$ cat src/sv/mlh_pkg.sv
package mlh_pkg;

	localparam int ItemBits = 60;

	localparam logic [1:0] OP_TICK  = 2'd0;
	localparam logic [1:0] OP_CLOSE = 2'd1;
	localparam logic [1:0] OP_OPEN  = 2'd2;

	localparam logic [1:0] RS_NONE   = 2'd0;
	localparam logic [1:0] RS_PACKET = 2'd1;
	localparam logic [1:0] RS_FAIL   = 2'd2;

	localparam logic [3:0] PK_DMR       = 4'd0;
	localparam logic [3:0] PK_P25       = 4'd1;
	localparam logic [3:0] PK_WL_RID    = 4'd2;
	localparam logic [3:0] PK_BL_RID    = 4'd3;
	localparam logic [3:0] PK_ACT_TG    = 4'd4;
	localparam logic [3:0] PK_DEACT_TG  = 4'd5;
	localparam logic [3:0] PK_NAK       = 4'd6;
	localparam logic [3:0] PK_ACK       = 4'd7;
	localparam logic [3:0] PK_CLOSING   = 4'd8;
	localparam logic [3:0] PK_PONG      = 4'd9;

	localparam logic [2:0] ST_WAIT_CONNECT = 3'd0;
	localparam logic [2:0] ST_WAIT_LOGIN   = 3'd1;
	localparam logic [2:0] ST_WAIT_AUTH    = 3'd2;
	localparam logic [2:0] ST_WAIT_CONFIG  = 3'd3;
	localparam logic [2:0] ST_RUNNING      = 3'd4;

	localparam logic [2:0] CFG_RETRY_PERIOD   = 3'd0;
	localparam logic [2:0] CFG_TIMEOUT_PERIOD = 3'd1;
	localparam logic [2:0] CFG_NET_EN         = 3'd2;
	localparam logic [2:0] CFG_DMR_EN         = 3'd3;
	localparam logic [2:0] CFG_P25_EN         = 3'd4;
	localparam logic [2:0] CFG_LOOKUP_EN      = 3'd5;

	localparam logic [15:0] RETRY_PERIOD_RESET   = 16'd10000;
	localparam logic [15:0] TIMEOUT_PERIOD_RESET = 16'd60000;

	typedef struct packed {
		logic [1:0]  op;
		logic [31:0] ack_salt;
		logic        lookup_ok;
		logic        login_write_ok;
		logic        socket_open_ok;
		logic        source_ok;
		logic [3:0]  packet_kind;
		logic [1:0]  read_status;
		logic [15:0] elapsed_ms;
	} item_t;

	typedef struct packed {
		logic [31:0] auth_salt;
		logic [2:0]  link_status;
		logic        invalid_source;
		logic        link_reset;
		logic        apply_list_update;
		logic        forward_p25;
		logic        forward_dmr;
		logic        send_closing;
		logic        send_ping;
		logic        send_config;
		logic        send_auth;
		logic        send_login;
	} result_t;

	typedef struct packed {
		logic [15:0] retry_period_ms;
		logic [15:0] timeout_period_ms;
		logic        net_enabled;
		logic        dmr_enabled;
		logic        p25_enabled;
		logic        lookup_update_enabled;
	} cfg_t;

	typedef struct packed {
		logic [2:0]  link_state;
		logic        retry_run;
		logic [15:0] retry_cnt;
		logic        tmo_run;
		logic [15:0] tmo_cnt;
		logic [31:0] salt;
	} link_t;

endpackage

$ cat src/sv/mlh_step.sv
module mlh_step (
	input  mlh_pkg::item_t   item,
	input  mlh_pkg::link_t   cur,
	input  mlh_pkg::cfg_t    cfg,
	output mlh_pkg::link_t   nxt,
	output mlh_pkg::result_t res
);

	function automatic logic [15:0] sat_add(input logic [15:0] a, input logic [15:0] b);
		logic [16:0] sum;
		sum = {1'b0, a} + {1'b0, b};
		return sum[16] ? 16'hFFFF : sum[15:0];
	endfunction

	function automatic logic expired(input logic run, input logic [15:0] cnt,
			input logic [15:0] period);
		return run && (period != 16'd0) && (cnt >= period);
	endfunction

	function automatic mlh_pkg::link_t do_close(input mlh_pkg::link_t s);
		mlh_pkg::link_t t;
		t = s;
		t.retry_run  = 1'b0;
		t.retry_cnt  = '0;
		t.tmo_run    = 1'b0;
		t.tmo_cnt    = '0;
		t.link_state = mlh_pkg::ST_WAIT_CONNECT;
		return t;
	endfunction

	function automatic mlh_pkg::link_t do_open(input mlh_pkg::link_t s, input logic ok);
		mlh_pkg::link_t t;
		t = s;
		if (ok) begin
			t.link_state = mlh_pkg::ST_WAIT_CONNECT;
			t.tmo_run    = 1'b0;
			t.tmo_cnt    = '0;
			t.retry_run  = 1'b1;
			t.retry_cnt  = '0;
		end
		return t;
	endfunction

	function automatic mlh_pkg::link_t start_both(input mlh_pkg::link_t s);
		mlh_pkg::link_t t;
		t = s;
		t.tmo_run   = 1'b1;
		t.tmo_cnt   = '0;
		t.retry_run = 1'b1;
		t.retry_cnt = '0;
		return t;
	endfunction

	logic done;
	logic net_ok;

	assign net_ok = cfg.net_enabled;

	always_comb begin
		nxt  = cur;
		res  = '0;
		done = 1'b0;
		unique case (item.op)
			mlh_pkg::OP_TICK: begin
				if (cur.link_state == mlh_pkg::ST_WAIT_CONNECT) begin
					if (nxt.retry_run) begin
						nxt.retry_cnt = sat_add(nxt.retry_cnt, item.elapsed_ms);
					end
					if (expired(nxt.retry_run, nxt.retry_cnt, cfg.retry_period_ms)) begin
						if (item.socket_open_ok) begin
							res.send_login = 1'b1;
							if (!item.login_write_ok) begin
								done = 1'b1;
							end else begin
								nxt.link_state = mlh_pkg::ST_WAIT_LOGIN;
								nxt.tmo_run    = 1'b1;
								nxt.tmo_cnt    = '0;
							end
						end
						if (!done) begin
							nxt.retry_run = 1'b1;
							nxt.retry_cnt = '0;
						end
					end
				end else begin
					if (item.read_status == mlh_pkg::RS_FAIL) begin
						res.send_closing = (nxt.link_state == mlh_pkg::ST_RUNNING);
						nxt = do_open(do_close(nxt), item.lookup_ok);
						res.link_reset = 1'b1;
						done = 1'b1;
					end else if (item.read_status == mlh_pkg::RS_PACKET) begin
						if (!item.source_ok) begin
							res.invalid_source = 1'b1;
							done = 1'b1;
						end else begin
							unique case (item.packet_kind)
								mlh_pkg::PK_DMR: begin
									res.forward_dmr = net_ok && cfg.dmr_enabled;
								end
								mlh_pkg::PK_P25: begin
									res.forward_p25 = net_ok && cfg.p25_enabled;
								end
								mlh_pkg::PK_WL_RID, mlh_pkg::PK_BL_RID,
								mlh_pkg::PK_ACT_TG, mlh_pkg::PK_DEACT_TG: begin
									res.apply_list_update = net_ok && cfg.lookup_update_enabled;
								end
								mlh_pkg::PK_NAK: begin
									if (nxt.link_state == mlh_pkg::ST_RUNNING) begin
										nxt.link_state = mlh_pkg::ST_WAIT_LOGIN;
										nxt = start_both(nxt);
									end else begin
										nxt = do_open(do_close(nxt), item.lookup_ok);
										res.link_reset = 1'b1;
										done = 1'b1;
									end
								end
								mlh_pkg::PK_ACK: begin
									if (nxt.link_state == mlh_pkg::ST_WAIT_LOGIN) begin
										nxt.salt       = item.ack_salt;
										res.send_auth  = 1'b1;
										nxt.link_state = mlh_pkg::ST_WAIT_AUTH;
										nxt = start_both(nxt);
									end else if (nxt.link_state == mlh_pkg::ST_WAIT_AUTH) begin
										res.send_config = 1'b1;
										nxt.link_state  = mlh_pkg::ST_WAIT_CONFIG;
										nxt = start_both(nxt);
									end else if (nxt.link_state == mlh_pkg::ST_WAIT_CONFIG) begin
										nxt.link_state = mlh_pkg::ST_RUNNING;
										nxt = start_both(nxt);
									end
								end
								mlh_pkg::PK_CLOSING: begin
									res.send_closing = (nxt.link_state == mlh_pkg::ST_RUNNING);
									nxt = do_open(do_close(nxt), item.lookup_ok);
									res.link_reset = 1'b1;
								end
								mlh_pkg::PK_PONG: begin
									nxt.tmo_run = 1'b1;
									nxt.tmo_cnt = '0;
								end
								default: begin
								end
							endcase
						end
					end
					if (!done) begin
						if (nxt.retry_run) begin
							nxt.retry_cnt = sat_add(nxt.retry_cnt, item.elapsed_ms);
						end
						if (expired(nxt.retry_run, nxt.retry_cnt, cfg.retry_period_ms)) begin
							priority case (nxt.link_state)
								mlh_pkg::ST_WAIT_LOGIN:  res.send_login  = 1'b1;
								mlh_pkg::ST_WAIT_AUTH:   res.send_auth   = 1'b1;
								mlh_pkg::ST_WAIT_CONFIG: res.send_config = 1'b1;
								mlh_pkg::ST_RUNNING:     res.send_ping   = 1'b1;
								default: begin
								end
							endcase
							nxt.retry_run = 1'b1;
							nxt.retry_cnt = '0;
						end
						if (nxt.tmo_run) begin
							nxt.tmo_cnt = sat_add(nxt.tmo_cnt, item.elapsed_ms);
						end
						if (expired(nxt.tmo_run, nxt.tmo_cnt, cfg.timeout_period_ms)) begin
							if (nxt.link_state == mlh_pkg::ST_RUNNING) begin
								res.send_closing = 1'b1;
							end
							nxt = do_open(do_close(nxt), item.lookup_ok);
							res.link_reset = 1'b1;
						end
					end
				end
			end
			mlh_pkg::OP_CLOSE: begin
				res.send_closing = (cur.link_state == mlh_pkg::ST_RUNNING);
				nxt = do_close(cur);
			end
			mlh_pkg::OP_OPEN: begin
				nxt = do_open(cur, item.lookup_ok);
			end
			default: begin
			end
		endcase
		res.link_status = nxt.link_state;
		res.auth_salt   = nxt.salt;
	end

endmodule

$ cat src/sv/master_link_handshake_fsm_top.sv
// Client-side link controller: one item per clock cycle when neither side stalls. An item is
// held in an input register, decided by single-pass logic against the link state, timers
// and salt, and its one result is loaded into an output register once that register is free
// or being emptied, and is offered from there; while a result waits on m_tready, one more item
// can still enter the input register before s_tready drops.
module master_link_handshake_fsm_top (
	input  logic        clk,
	input  logic        arst_n,
	input  logic        s_tvalid,
	output logic        s_tready,
	// elapsed_ms, read_status, packet_kind, source_ok, socket_open_ok, login_write_ok,
	// lookup_ok, ack_salt, zero fill.
	input  logic [63:0] s_tdata,
	// op.
	input  logic [1:0]  s_tuser,
	output logic        m_tvalid,
	input  logic        m_tready,
	// send_login, send_auth, send_config, send_ping, send_closing, forward_dmr, forward_p25,
	// apply_list_update, link_reset, invalid_source, link_status, auth_salt, zero fill.
	output logic [47:0] m_tdata,
	input  logic        cfg_valid,
	output logic        cfg_ready,
	input  logic [2:0]  cfg_index,
	input  logic [15:0] cfg_data
);

	mlh_pkg::item_t   item_s1;
	logic             valid_s1;
	mlh_pkg::link_t   link_q;
	mlh_pkg::link_t   link_nxt;
	mlh_pkg::cfg_t    cfg_q;
	mlh_pkg::result_t res_nxt;
	mlh_pkg::result_t res_q;
	logic             out_valid_q;
	logic             advance;

	assign advance   = valid_s1 && (!out_valid_q || m_tready);
	assign s_tready  = !valid_s1 || advance;
	assign cfg_ready = 1'b1;
	assign m_tvalid  = out_valid_q;
	assign m_tdata   = {3'b000, res_q};

	always_ff @(posedge clk or negedge arst_n) begin
		if (!arst_n) begin
			valid_s1 <= 1'b0;
		end else if (s_tready) begin
			valid_s1 <= s_tvalid;
		end
	end

	always_ff @(posedge clk) begin
		if (s_tvalid && s_tready) begin
			item_s1 <= {s_tuser, s_tdata[mlh_pkg::ItemBits-3:0]};
		end
	end

	mlh_step u_step (
		.item (item_s1),
		.cur  (link_q),
		.cfg  (cfg_q),
		.nxt  (link_nxt),
		.res  (res_nxt)
	);

	always_ff @(posedge clk or negedge arst_n) begin
		if (!arst_n) begin
			link_q.link_state <= mlh_pkg::ST_WAIT_CONNECT;
			link_q.retry_run  <= 1'b1;
			link_q.retry_cnt  <= '0;
			link_q.tmo_run    <= 1'b0;
			link_q.tmo_cnt    <= '0;
			link_q.salt       <= '0;
		end else if (advance) begin
			link_q <= link_nxt;
		end
	end

	always_ff @(posedge clk or negedge arst_n) begin
		if (!arst_n) begin
			out_valid_q <= 1'b0;
		end else if (advance) begin
			out_valid_q <= 1'b1;
		end else if (m_tready) begin
			out_valid_q <= 1'b0;
		end
	end

	always_ff @(posedge clk) begin
		if (advance) begin
			res_q <= res_nxt;
		end
	end

	always_ff @(posedge clk or negedge arst_n) begin
		if (!arst_n) begin
			cfg_q.retry_period_ms       <= mlh_pkg::RETRY_PERIOD_RESET;
			cfg_q.timeout_period_ms     <= mlh_pkg::TIMEOUT_PERIOD_RESET;
			cfg_q.net_enabled           <= 1'b0;
			cfg_q.dmr_enabled           <= 1'b0;
			cfg_q.p25_enabled           <= 1'b0;
			cfg_q.lookup_update_enabled <= 1'b0;
		end else if (cfg_valid && cfg_ready) begin
			unique case (cfg_index)
				mlh_pkg::CFG_RETRY_PERIOD:   cfg_q.retry_period_ms       <= cfg_data;
				mlh_pkg::CFG_TIMEOUT_PERIOD: cfg_q.timeout_period_ms     <= cfg_data;
				mlh_pkg::CFG_NET_EN:         cfg_q.net_enabled           <= cfg_data[0];
				mlh_pkg::CFG_DMR_EN:         cfg_q.dmr_enabled           <= cfg_data[0];
				mlh_pkg::CFG_P25_EN:         cfg_q.p25_enabled           <= cfg_data[0];
				mlh_pkg::CFG_LOOKUP_EN:      cfg_q.lookup_update_enabled <= cfg_data[0];
				default: begin
				end
			endcase
		end
	end

endmodule

$ cat config.mk
export PLATFORM = sky130hd
export DESIGN_NAME = master_link_handshake_fsm_top
export DESIGN_NICKNAME = d
export VERILOG_FILES = /design/src/sv/mlh_pkg.sv /design/src/sv/mlh_step.sv /design/src/sv/master_link_handshake_fsm_top.sv
export SDC_FILE = /design/constraint.sdc
export NUM_CORES = 1
export LEC_CHECK = 0
export BUFFER_PORTS_ARGS = -buffer_cell sky130_fd_sc_hd__buf_2
export CAP_MARGIN = 25
export CORE_MARGIN = 8
export CORE_UTILIZATION = 44
export DETAILED_ROUTE_END_ITERATION = 10
export GPL_ROUTABILITY_DRIVEN = 1
export GPL_TIMING_DRIVEN = 0
export PLACE_DENSITY = 0.67
export SLEW_MARGIN = 20
export SYNTH_ARGS = -nofsm -noshare
export SYNTH_HDL_FRONTEND = slang
export SYNTH_HIERARCHICAL = 1
export SYNTH_SLANG_ARGS = --single-unit
$ cat constraint.sdc
create_clock -name clk -period 16.4 [get_ports clk]
set_input_delay 0 -clock clk [delete_from_list [all_inputs] [get_ports clk]]
set_output_delay 0 -clock clk [all_outputs]
set_load 0.02 [all_outputs]
### Word level (Yosys, flattened, before mapping)

Cells that the tools add are included.

| storage, ports and cells | value |
|---|---|
| input port bits | 90 |
| output and inout bits | 51 |
| bits in registers | 212 |
| logic and storage cells | 199 |

| cells by class | value |
|---|---|
| mux-type cells | 89 |
| eq/ne operators | 31 |
| reductions and logical operators | 36 |
| magnitude comparators | 3 |
| bitwise logic cells | 2 |
| add/sub/neg operators | 3 |

Operators with widths:

| operator | count |
|---|---|
| two-way mux 69 bit | 11 |
| two-way mux 16 bit | 14 |
| case mux 69 bit (3 select lines) | 1 |
| two-way mux 37 bit | 3 |
| two-way mux 17 bit | 4 |
| case mux 17 bit (4 select lines) | 1 |
| case mux 32 bit (2 select lines) | 1 |
| case mux 20 bit (3 select lines) | 1 |
| adder 16 x 16 -> 17 bit | 3 |
| greater-or-equal comparator 16 bit | 3 |
| two-way mux 1 bit | 35 |
| two-way mux 34 bit | 1 |
| two-way mux 32 bit | 1 |
| nonzero test 16 bit | 2 |
| two-way mux 6 bit | 4 |
| equality test 3 x 2 -> 1 bit, second input constant | 6 |
| equality test 4 x 3 -> 1 bit, second input constant | 4 |
| equality test 3 bit, second input constant | 4 |
| != test 3 bit, second input constant | 4 |
| AND reduction 2 bit | 6 |
| logical AND 1 bit | 11 |
| two-way mux 5 bit | 2 |
| equality test 3 x 1 -> 1 bit, second input constant | 3 |
| equality test 4 x 2 -> 1 bit, second input constant | 2 |
| other kinds (23) | 37 |

### Longest topological paths before layout

Gate-level depths: netlist of run 1.

| logic depth | value |
|---|---|
| word-level depth | 23 |
| mapped depth | 28 |

### Modules after synthesis

Netlist of run 1, hierarchy kept.

By module, submodules not included:

| module | cells an instance | area each (um^2) | instances |
|---|---|---|---|
| master_link_handshake_fsm_top | 347 | 7239.4 | 1 |
| mlh_step | 910 | 6550.0 | 1 |

### Least setup slack after synthesis of run 1

OpenSTA, ideal clock, no wires.

| path | value |
|---|---|
| path kind | flip-flop to flip-flop |
| start point | register link_q[66] (netlist name) |
| end point | register link_q[34] (netlist name) |
| slack | 10574 ps |
| library setup time | 64 ps |
| period minus slack after synthesis | 5826 ps |
| arrival time | 5762 ps |
| stages on the path, launching flop included | 25 |
| path through | dfrtp_1 > buf_2 > o21ba_2 > o221ai_1 > clkbuf_1 > and3_1 > ha_1 > a21o_1 > or3_4 > o21ba_1 > or4_4 > a311oi_4 > buf_6 > a21oi_1 > ha_1 > a21o_1 > a21o_1 > a221oi_1 > a21boi_0 > o31ai_2 > or2_1 > inv_1 > buf_2 > a22o_1 > mux2_2 |

RTL lines:

| element | RTL line | RTL |
|---|---|---|
| start, declared | master_link_handshake_fsm_top.sv:29 | `mlh_pkg::link_t link_q;` |
| start signal, assigned | master_link_handshake_fsm_top.sv:74 | `link_q <= link_nxt;` |

==> metrics.md, run 1 <==
| Metric | Value |
|---|---|
| Result of the run | completed |
| R2R setup slack | about 8700 ps |
| DRT Pass-1 Iters | 5 |
| Chip height | just under 200 um |
| Startpoint Class | register |
| Lkg Pwr | 7.60 nW |
| Share of flip-flops with an asynchronous set or reset | 50.5% |
| Synth area leaders | edfxtp_1 23%, dfrtp_1 17%, mux2_2 11%, ha_1 8.7%, a21oi_1 2.9% |
| Max Slew Vio Count | 0 |
| Final worst-path cycle share | a little under half |
| Sequential area share after synthesis | around 42% |
| Critical Path AT | between 8000 and 9000 ps |
| Routability Congestion | between 0.9 and 1 |
| Wirelength per Cell | ~21 um |
| RSZ-0062 raised after global routing | false |
| Die X | 193 um |
| Post-DRT Antenna Nets | 0 |
| Top_reg_cell synth | edfxtp_1 |
| Syn-to-layout area delta | 21.4% |
| Worst skew pair latency | 540 ps |
| Clock skew | between 10 and 15 ps |
| Post-Synth Adder-Cell Area | approximately 9% |
| Flop and latch count out of synthesis | between 200 and 250 |
| Total Power | approximately 2.1 mW |
| Longest Clk Path Bufs | 3 |
| # port buffers | between 100 and 150 |
| Number of vias per cell | 5.80 |
| Leading cell type in the layout, fill and taps excluded | buf_2 |
| Syn Area/Cell | 11.0 um2 |
| Largest net degree at the start of global routing | 67 |
| Vias | around 11k |
| PostCTS Resize Cnt | 0 |
| Final Hold Vio Count | 0 |
| Final hold slack | between 50 and 60 ps |
| Worst r2r dst | link_q[49] |
| Vias in the first global route | ~11k |
| Crit-path max FO | 10 |
| R2R depth | 24 |
| Synth Area in XOR/XNOR | under 10% |
| Max-cap violations | 0 |
| Crit path kind | reg -> reg |
| Row cnt | 65 |
| Fin crit period | roughly 7700 ps |
| Tot GR Track Use | 21.5% |
| PD cells | 128 mW/mm2 |
| # setup viols final | 0 |
| VDD IR max | a little under 0.08 mV |
| Drt first-iter violations | between 800 and 900 |
| Worst-Margin Slew | ~950 ps |
| Global route overflow | 0 |
| Crit path to | link_q[49] |
| Post-CTS Setup Bufs | 0 |
| DRC Markers | 0 |
| Ys Warns | 6 |
| Initial antenna violation count | 1 |
| Setup TNS | 0 ps |
| Starting density of the core | approximately 44% |
| Ratio of cells with drive above 1 in the final layout | 27.5% |
| R2r startpoint | item_s1[19] |
| Crit path from | item_s1[19] |
| Number of synthesized flops with an enable pin | 105 |
| Synth Instances | between 1k and 1.5k |
| Root buf cell | clkbuf_16 |
| Worst slew margin | ~36% |
| CP Capture Type | register |
| Most frequent cells in the layout | 148 x buf_2, 137 x mux2_2, 105 x edfxtp_1, 96 x ha_1, 94 x dfrtp_1 |
| Cts hold-fix bufs | 85 |
| Synth Area in Simple Gates | 10.6% |
| Clock tree from TritonCTS | built |
| FMAX | between 100 and 150 MHz |
| Mapped Area | roughly 0.014 mm2 |
| Routed wire length | between 40 and 50 mm |
| Post-synthesis cell type with the largest combined area | edfxtp_1 |
| Die Area | ~0.037 mm2 |
| Multiplexer share of the synthesized area | 11.3% |
| Largest family of logic cells by synthesized area | compound AO/OA/AOI/OAI gates |
| Final #Nets | approximately 1.7k |
| TritonCTS Sinks | between 200 and 250 |
| Netlist cell types | 88 |
| Share of the synthesized area in the top cell type | approximately 23% |
| I/O Pins | roughly 140 |
| CP required | between 15,000 and 20,000 ps |
| Core area | ~0.031 mm2 |
| Post-synthesis compound-gate area fraction | 19.0% |
| CTS clock-pin slew for the worst setup and hold paths | roughly 60 ps |
| First-pass GRT wire length | approximately 62 mm |
| # H-tree levels | 1 |
| Number of buffers created by CTS | 25 |
| Hold Crit Class | in -> async |
| Detailed-placement wirelength estimate | ~30 mm |
-- worst max-delay path, cell delays in order, from the launching register on --
cell	delay [ps]
edfxtp_1	340
buf_2	210
nand4b_1	260
o221ai_1	630
clkbuf_1	440
and3_1	260
ha_1	280
a21o_1	190
or3_4	340
o21ba_1	200
or4_4	520
a311oi_4	530
buf_6	230
a21oi_1	110
ha_1	310
a21o_1	180
a21o_1	170
a221oi_1	260
a21boi_0	790
o31ai_2	330
a21oi_2	260
buf_4	230
o221ai_1	210
a21boi_1	170
mux2_2	150
-- final cells by class --
type                            instances  area, um2
Fill cell                            2741      14500
Multi-Input combinational cell        906       7230
Sequential cell                       212       5850
Timing Repair Buffer                  220       1600
Clock buffer                           31        689
Buffer                                 87        524
Tap cell                              402        503
Inverter                               54        203
Clock inverter                         14        150
Antenna cell                            1       2.50
-- per-stage QoR --
stage	std cells	utilization (%)	setup WS [ps]	cell area, um2
CTS	1926	53.6	8780	16700
detailed placement	1796	48.2	8850	15100
global route	1927	53.6	8360	16700
finish	1927	53.6	8720	16700
floorplan	1259	-	10570	13800
global placement	1791	47.9	8910	15000
-- state kept, by name (all words and copies together) (netlist names) --
| register | cells |
|---|---|
| m_tvalid | 1 |
| item_s1 | 60 |
| cfg_q | 36 |
| m_tdata | 45 |
| valid_s1 | 1 |
| link_q | 69 |
-- metal layers --
layer | vias up | track usage (%) | part of all wire [%]
met2 | 378 | 36.4 | 48
met3 | 86 | 3.11 | 6.2
met4 | 0 | 8.52 | 3.6
met1 | 5441 | 27.4 | 42
li1 | 5273 | - | -
met5 | - | 0 | 0
-- cells in the mapped netlist (10+ instances only) --
master,number
mux2_2,137
edfxtp_1,105
ha_1,96
dfrtp_1,94
a21oi_1,79
nor2_1,59
inv_1,54
nand2_1,54
o21ai_0,45
buf_4,41
a21o_1,39
and3_1,23
clkbuf_1,23
o22a_1,23
nand2b_1,18
o21a_1,18
xnor2_1,18
and2_1,17
buf_2,17
xor2_1,17
a211oi_1,16
nor3_1,16
o221ai_1,16
a22o_1,15
nor4_1,14
dfstp_2,13
a221oi_1,12
nand4_1,10
-- cell families after synthesis --
kind of cell | count (synthesis)
simple gates | 266
mux | 138
flops | 212
fa+ha+maj | 99
other cells | 2
buf+inv | 141
compound gates | 364
xor+xnor | 35
-- where the power goes --
part	leakage, nW	switching, mW	internal [mW]
registers	2.41	0.0604	0.625
logic	4.78	0.512	0.386
clock network	0.412	0.230	0.333
-- worst min-delay path by stage --
stage / from / to / slack (ps)
after floorplan: arst_n / cfg_q[0] / -300
after global placement: s_tdata[49] / item_s1[49] / 180
after detailed placement: arst_n / cfg_q[11] / 70
after CTS: arst_n / cfg_q[11] / 70
after global routing: arst_n / cfg_q[11] / 90
final: arst_n / cfg_q[11] / 50
No activity file was read; power rests on OpenSTA's default activity.
==> run 2, diff against run 1 <==
==> constraint.sdc (replaced) <==
create_clock -name clk -period 7.55 [get_ports clk]
set_input_delay 0 -clock clk [delete_from_list [all_inputs] [get_ports clk]]
set_output_delay 0 -clock clk [all_outputs]
set_load 0.02 [all_outputs]
==> metrics.md, run 2 (synthesis results as in run 1) <==
| Metric | Value |
|---|---|
| Worst-Margin Slew | approximately 860 ps |
| Met2 Use GR | between 30% and 40% |
| Final core utilization | 53.7% |
| Clock skew | approximately 14 ps |
| Global route overflow | 0 |
| Ratio of cells with drive above 1 in the final layout | between 20% and 30% |
| Critical Path AT | between 7000 and 8000 ps |
| Slowest CP cell | a221o_1 |
| Clock power share | a little over a quarter |
| Sw frac | between 30% and 40% |
| Met3 Resource Use GR | 3.11% |
| RSZ-0062 raised after global routing | false |
| Number of buffers created by CTS | 25 |
| DRC Markers | 0 |
| TritonCTS Sinks | 212 |
| Worst skew pair latency | 540 ps |
| Post-DRT Antenna Nets | 0 |
| First-pass GRT wire length | between 60 and 70 mm |
| Die X | around 190 um |
| DRT Pass-1 Iters | 5 |
| Root buf cell | clkbuf_16 |
| Tot GR Track Use | a little over a fifth |
| # port buffers | 130 |
| Fin crit period | between 7000 and 8000 ps |
| Most frequent cells in the layout | 148 x buf_2, 137 x mux2_2, 105 x edfxtp_1, 96 x ha_1, 94 x dfrtp_1 |
| Longest Clk Path Bufs | 3 |
| Met1 Usage GRT | 27.4% |
| Lkg Pwr | 7.60 nW |
| Gate power share | around two fifths |
| Starting density of the core | between 40% and 50% |
| Pre-CTS setup slack | between 1.5 and 2 ps |
| Filler Cell Count | around 2.7k |
| Initial antenna violation count | 1 |
| CP required | 8020 ps |
| Largest net degree at the start of global routing | between 60 and 70 |
| Final #Nets | approximately 1.7k |
| Hold Crit Class | in -> async |
| Result of the run | completed |
| Syn-to-layout area delta | 21.7% |
| Die Area | ~0.037 mm2 |
| Largest stage delay, worst path | approximately 460 ps |
| Drt first-iter violations | between 900 and 1k |
| Routed wire length | 40.3 mm |
| Core area | between 0.03 and 0.04 mm2 |
| FMAX | between 100 and 150 MHz |
| CP Capture Type | register |
| Max-cap violations | 0 |
| Clock tree from TritonCTS | built |
| Crit path kind | reg -> reg |
| Final Hold Vio Count | 0 |
| Final worst-path cycle share | roughly 94% |
| Internal | 2.92 mW |
| Busiest grt layer | met2 |
| Startpoint Class | register |
| CTS clock-pin slew for the worst setup and hold paths | around 60 ps |
| Sequential share of power | 31.9% |
| Max Slew Vio Count | 0 |
| Setup TNS | 0 ps |
| Worst slew margin | between 40% and 50% |
| Number of vias per cell | 5.81 |
| PD cells | about 280 mW/mm2 |
| Routability Congestion | between 0.9 and 1 |
| Row cnt | between 60 and 70 |
| P_sw | between 1.5 and 2 mW |
| Detailed-placement wirelength estimate | 29.6 mm |
| Vias | between 10k and 15k |
| Largest reg by FF count | link_q |
| Crit-path max FO | 10 |
| Max reg flops | between 60 and 70 |
| Leading cell type in the layout, fill and taps excluded | buf_2 |
| Final WS setup | 471 ps |
| # H-tree levels | 1 |
| Top cell by count, worst path | o21ai_0 |
| # setup viols final | 0 |
| VDD IR max | between 0.15 and 0.2 mV |
| Vias in the first global route | ~11k |
| Wirelength per Cell | between 20 and 25 um |
| I/O Pins | 141 |
| Chip height | slightly below 200 um |
run 2: cell counts in the layout (fill, tap and decap cells not counted):
Identical to the previous run, type by type.
run 2: per-layer routing:
layer	vias to the layer above	share of wire (%)	wire, um
met3	90	6.5	2630
met1	5431	42	16900
met4	0	3.8	1520
met2	398	48	19300
met5	-	0	0
li1	5277	-	-
run 2: final timing paths:
path,slack [ps],to,cells after the start,from
worst max-delay path,470,link_q[49],28,item_s1[19]
worst max register to register,470,link_q[49],28,item_s1[19]
worst min register to register,490,m_tvalid,1,valid_s1
worst min-delay path,50,cfg_q[11],2,arst_n
max in group asynchronous,6750,link_q[65],3,arst_n
min in group clk,170,item_s1[52],2,s_tdata[52]
run 2: critical path, delay by kind of cell, from the launching register on:
kind	cells	cell delay, ps
AOI/OAI and AO/OA	13	3340
adders and majority gates	3	740
muxes	1	150
DFF	1	370
and+or+nand+nor	7	1680
buffers and inverters	4	710
run 2: area by class of cell:
type | instances | area, um2 | area share [%]
multi-input cells | 906 | 7260 | 43.3
repair buffers | 220 | 1600 | 9.54
well taps | 402 | 503 | 3.00
flip-flops and latches | 212 | 5850 | 34.9
clock inverters | 14 | 150 | 0.895
inverters | 54 | 203 | 1.21
clock buffers | 31 | 689 | 4.11
diodes | 1 | 2.50 | 0.0149
plain buffers | 87 | 526 | 3.13
run 2: what timing repair did:
action                                 in CTS  in global routing
setup endpoints to repair                   3                 29
hold buffers                               85                  0
buffers inserted                            0                  0
resized for setup                           1                  9
pin swaps                                   0                  1
endpoints found under the hold margin     211                  0
run 2: power by group through the flow:
stage	Combinational (mW)	Clock [mW]	Sequential [mW]
after floorplan	1.37	0	1.48
after global placement	1.82	0	1.51
after detailed placement	1.87	0	1.51
after CTS	1.92	1.25	1.49
after global routing	2.15	1.30	1.50
final	1.96	1.22	1.49
run 2: metrics by stage:
step                      power, mW  area [um2]  hold WS, ps  cells
after floorplan                2.85       13800         -296   1259
after global placement         3.33       15000          177   1791
after detailed placement       3.38       15100         65.0   1796
after CTS                      4.66       16700         70.0   1926
after global routing           4.95       16800         92.0   1927
final                          4.67       16800         52.5   1927
==> run 3, diff against run 2 <==
--- a/config.mk
+++ b/config.mk
@@ -12,9 +12,8 @@
 export DETAILED_ROUTE_END_ITERATION = 10
 export GPL_ROUTABILITY_DRIVEN = 1
 export GPL_TIMING_DRIVEN = 0
-export PLACE_DENSITY = 0.67
+export PLACE_DENSITY = 0.68
 export SLEW_MARGIN = 20
 export SYNTH_ARGS = -nofsm -noshare
 export SYNTH_HDL_FRONTEND = slang
-export SYNTH_HIERARCHICAL = 1
 export SYNTH_SLANG_ARGS = --single-unit
==> constraint.sdc (replaced) <==
create_clock -name clk -period 7.3 [get_ports clk]
set_input_delay 0 -clock clk [delete_from_list [all_inputs] [get_ports clk]]
set_output_delay 0 -clock clk [all_outputs]
set_load 0.02 [all_outputs]
==> metrics.md, run 3 <==
| Metric | Value |
|---|---|
| Critical-path cell list | clkbuf_2 -> or3b_4 -> a211o_1 -> and3_1 -> clkbuf_1 -> buf_2 -> and2_1 -> ha_1 -> a21oi_1 -> o21ai_0 -> or3_1 -> o2111a_1 -> nor4_4 -> a2bb2oi_1 -> ha_1 -> and4_1 -> o311ai_0 -> o31ai_1 -> o2bb2ai_1 -> nand3_2 -> nor3_2 -> a22oi_1 -> nor3_2 |
| Pre-CTS setup slack | -734 ps |
| Routability Congestion | a little over 0.9 |
| WHS Path Cells | 2 |
| Tot GR Track Use | between 20 and 25% |
| Filler Cell Count | 2,447 |
| Most frequent cells in the layout | 137 x buf_2, 105 x edfxtp_1, 100 x nand2_1, 96 x ha_1, 94 x dfrtp_1 |
| Wirelength per Cell | between 15 and 20 um |
| TritonCTS Sinks | ~210 |
| Lkg Pwr | slightly below 7 nW |
| Mapped Area | 0.0126 mm2 |
| Synth Instances | 1,189 |
| Area of the multi-input gates | roughly 0.0064 mm2 |
| Post-DRT Antenna Nets | 0 |
| Number of vias per cell | between 5 and 6 |
| CP required | around 7600 ps |
| R2R setup slack | about 460 ps |
| DRC Markers | 0 |
| R2r startpoint | item_s1[20] |
| Crit path kind | reg -> reg |
| Critical Path AT | slightly above 7000 ps |
| Vias in the first global route | just over 10k |
| Share of the synthesized area in the top cell type | about a quarter |
| # port buffers | 130 |
| First-pass GRT wire length | around 56 mm |
| # H-tree levels | 1 |
| Max reg flops | between 60 and 70 |
| Longest Clk Path Bufs | 3 |
| Most common cell in the netlist | edfxtp_1 |
| Max Slew Vio Count | 0 |
| Syn Area/Cell | between 10 and 15 um2 |
| Leading cell type in the layout, fill and taps excluded | buf_2 |
| Setup TNS | 0 ps |
| Result of the run | completed |
| I/O Pins | roughly 140 |
| Netlist cell types | between 80 and 90 |
| Starting density of the core | ~44% |
| Ratio of cells with drive above 1 in the final layout | 20.8% |
| WHS Endpoint | item_s1[20] |
| Worst r2r dst | m_tdata[0] |
| Clock tree from TritonCTS | built |
| Crit-path max FO | 10 |
| Core area | 0.0285 mm2 |
| Flop and latch count out of synthesis | ~210 |
| Top post-synthesis cells by count | 105 x edfxtp_1, 100 x nand2_1, 96 x ha_1 |
| Post-synthesis cell type with the largest combined area | edfxtp_1 |
| Global route overflow | 0 |
| Crit path max-delay family | simple AND/OR/NAND/NOR gates |
| Top_reg_cell synth | edfxtp_1 |
| Final worst-path cycle share | 93.7% |
| Drt first-iter violations | roughly 700 |
| Share of flip-flops with an asynchronous set or reset | approximately half |
| # setup viols final | 0 |
| Initial antenna violation count | 0 |
| CP Buf/Inv Count | 3 |
| Worst skew pair latency | 530 ps |
| Sequential cell area | between 0.005 and 0.006 mm2 |
| PD cells | about 220 mW/mm2 |
| DRT Pass-1 Iters | 5 |
| Worst-Margin Slew | between 900 and 1000 ps |
| Row cnt | 62 |
| R2R depth | 23 |
| Vias | approximately 10k |
| Routed wire length | ~36 mm |
| CTS clock-pin slew for the worst setup and hold paths | approximately 60 ps |
| FMAX | between 100 and 150 MHz |
| VDD IR max | 0.171 mV |
| Largest net degree at the start of global routing | 67 |
| Hold Crit Class | in -> reg |
| Syn-to-layout area delta | 23.1% |
| Die Area | between 0.03 and 0.04 mm2 |
| Detailed-placement wirelength estimate | between 20 and 30 mm |
| Final #Nets | ~1.6k |
| Number of buffers created by CTS | 24 |
| Startpoint Class | register |
| Root buf cell | clkbuf_16 |
| Final WS setup | approximately 460 ps |
| Final Hold Vio Count | 0 |
| Chip height | around 190 um |
| Largest stage delay, worst path | approximately 750 ps |
| Max-cap violations | 0 |
| Ys Warns | 0 |
| CP Capture Type | register |
| Critical hold path startpoint | s_tdata[20] |
| Sequential area share after synthesis | roughly 46% |
| Clock skew | 14.4 ps |
| Synth area leaders | edfxtp_1 25%, dfrtp_1 19%, ha_1 9.5%, mux2_2 6.3%, o21ai_0 3.1% |
| Largest reg by FF count | link_q |
| Worst slew margin | approximately 38% |
| Slowest CP cell | nor4_4 |
| Fin crit period | just under 7000 ps |
| Die X | approximately 190 um |
| Number of synthesized flops with an enable pin | about 110 |
[run 3: cell types whose count changed after synthesis, sizes merged, moves of 13 or more]
cell / delta
nand2: +45
o21ai: +34
a21o: -16
o22a: -15
mux2: -67
buf: -47
o221ai: -13
and2: +14
[run 3: layout make-up]
class	count	share of cell area (%)
Clock inverter	12	0.653
Tap cell	384	3.10
Inverter	65	1.57
Multi-Input combinational cell	869	40.9
Buffer	45	1.35
Clock buffer	32	4.06
Antenna cell	1	0.0161
Timing Repair Buffer	225	10.6
Sequential cell	212	37.7
[run 3: timing repair]
item / 4_1_cts / 5_1_grt
hold buffers: 88 / 0
hold endpoints to repair: 192 / 0
buffers inserted: 1 / 3
pin swaps: 1 / 1
resized for setup: 3 / 6
setup endpoints to repair: 39 / 38
[run 3: power by group]
group          internal, mW  switching (mW)  total (mW)  leakage, nW
registers              1.37          0.0623        1.43         2.42
clock network         0.646           0.486        1.13        0.359
logic                 0.319           0.478       0.797         4.18
[run 3: worst register-to-register path, cell delays in order, from the launching register on]
cell and delay, ps:
edfxtp_1 350, clkbuf_2 170, or3b_4 400, a211o_1 350, and3_1 190, clkbuf_1 250, buf_2 290, and2_1 200
ha_1 340, a21oi_1 170, o21ai_0 250, or3_1 400, o2111a_1 290, nor4_4 760, a2bb2oi_1 250, ha_1 370
and4_1 230, o311ai_0 130, o31ai_1 210, o2bb2ai_1 290, nand3_2 200, nor3_2 230, a22oi_1 120, nor3_2 210
[run 3: worst max-delay path by stage]
stage,slack [ps],cells past startpoint,from,to
after floorplan,1280,25,item_s1[21],link_q[56]
after global placement,-690,25,item_s1[21],link_q[56]
after detailed placement,-730,25,item_s1[21],link_q[56]
after CTS,140,25,item_s1[21],link_q[56]
after global routing,-6,26,link_q[68],m_tdata[10]
final,460,23,item_s1[20],m_tdata[0]
[run 3: metal layers]
metal | GRT usage [%] | wire (um) | part of all wire [%] | vias up
met5 | 0 | 0 | 0 | -
met4 | 8.26 | 1320 | 3.7 | 0
met3 | 3.77 | 2440 | 6.8 | 90
met2 | 33.9 | 17000 | 47 | 347
met1 | 26.6 | 15300 | 42 | 5034
li1 | - | - | - | 4931
[run 3: metrics by stage]
| step | area [um2] | util, % | total power, mW | instances | hold slack (ps) |
|---|---|---|---|---|---|
| after floorplan | 12600 | - | 1.94 | 1191 | -296 |
| after global placement | 13700 | 48.3 | 2.17 | 1705 | 177 |
| after detailed placement | 13800 | 48.6 | 2.19 | 1708 | -41.4 |
| after CTS | 15500 | 54.4 | 3.37 | 1841 | 158 |
| after global routing | 15500 | 54.5 | 3.53 | 1844 | 167 |
| final | 15500 | 54.5 | 3.36 | 1845 | 183 |
[run 3: kinds of logic after synthesis]
kind of cell	Yosys count	synth area share, %
AOI/OAI and AO/OA	326	17.5
xor gates and xnor gates	39	2.71
adders and majority gates	99	10.0
buffers and inverters	110	3.56
DFF	212	46.4
muxes	72	6.41
other	2	0.0596
and+or+nand+nor	329	13.4
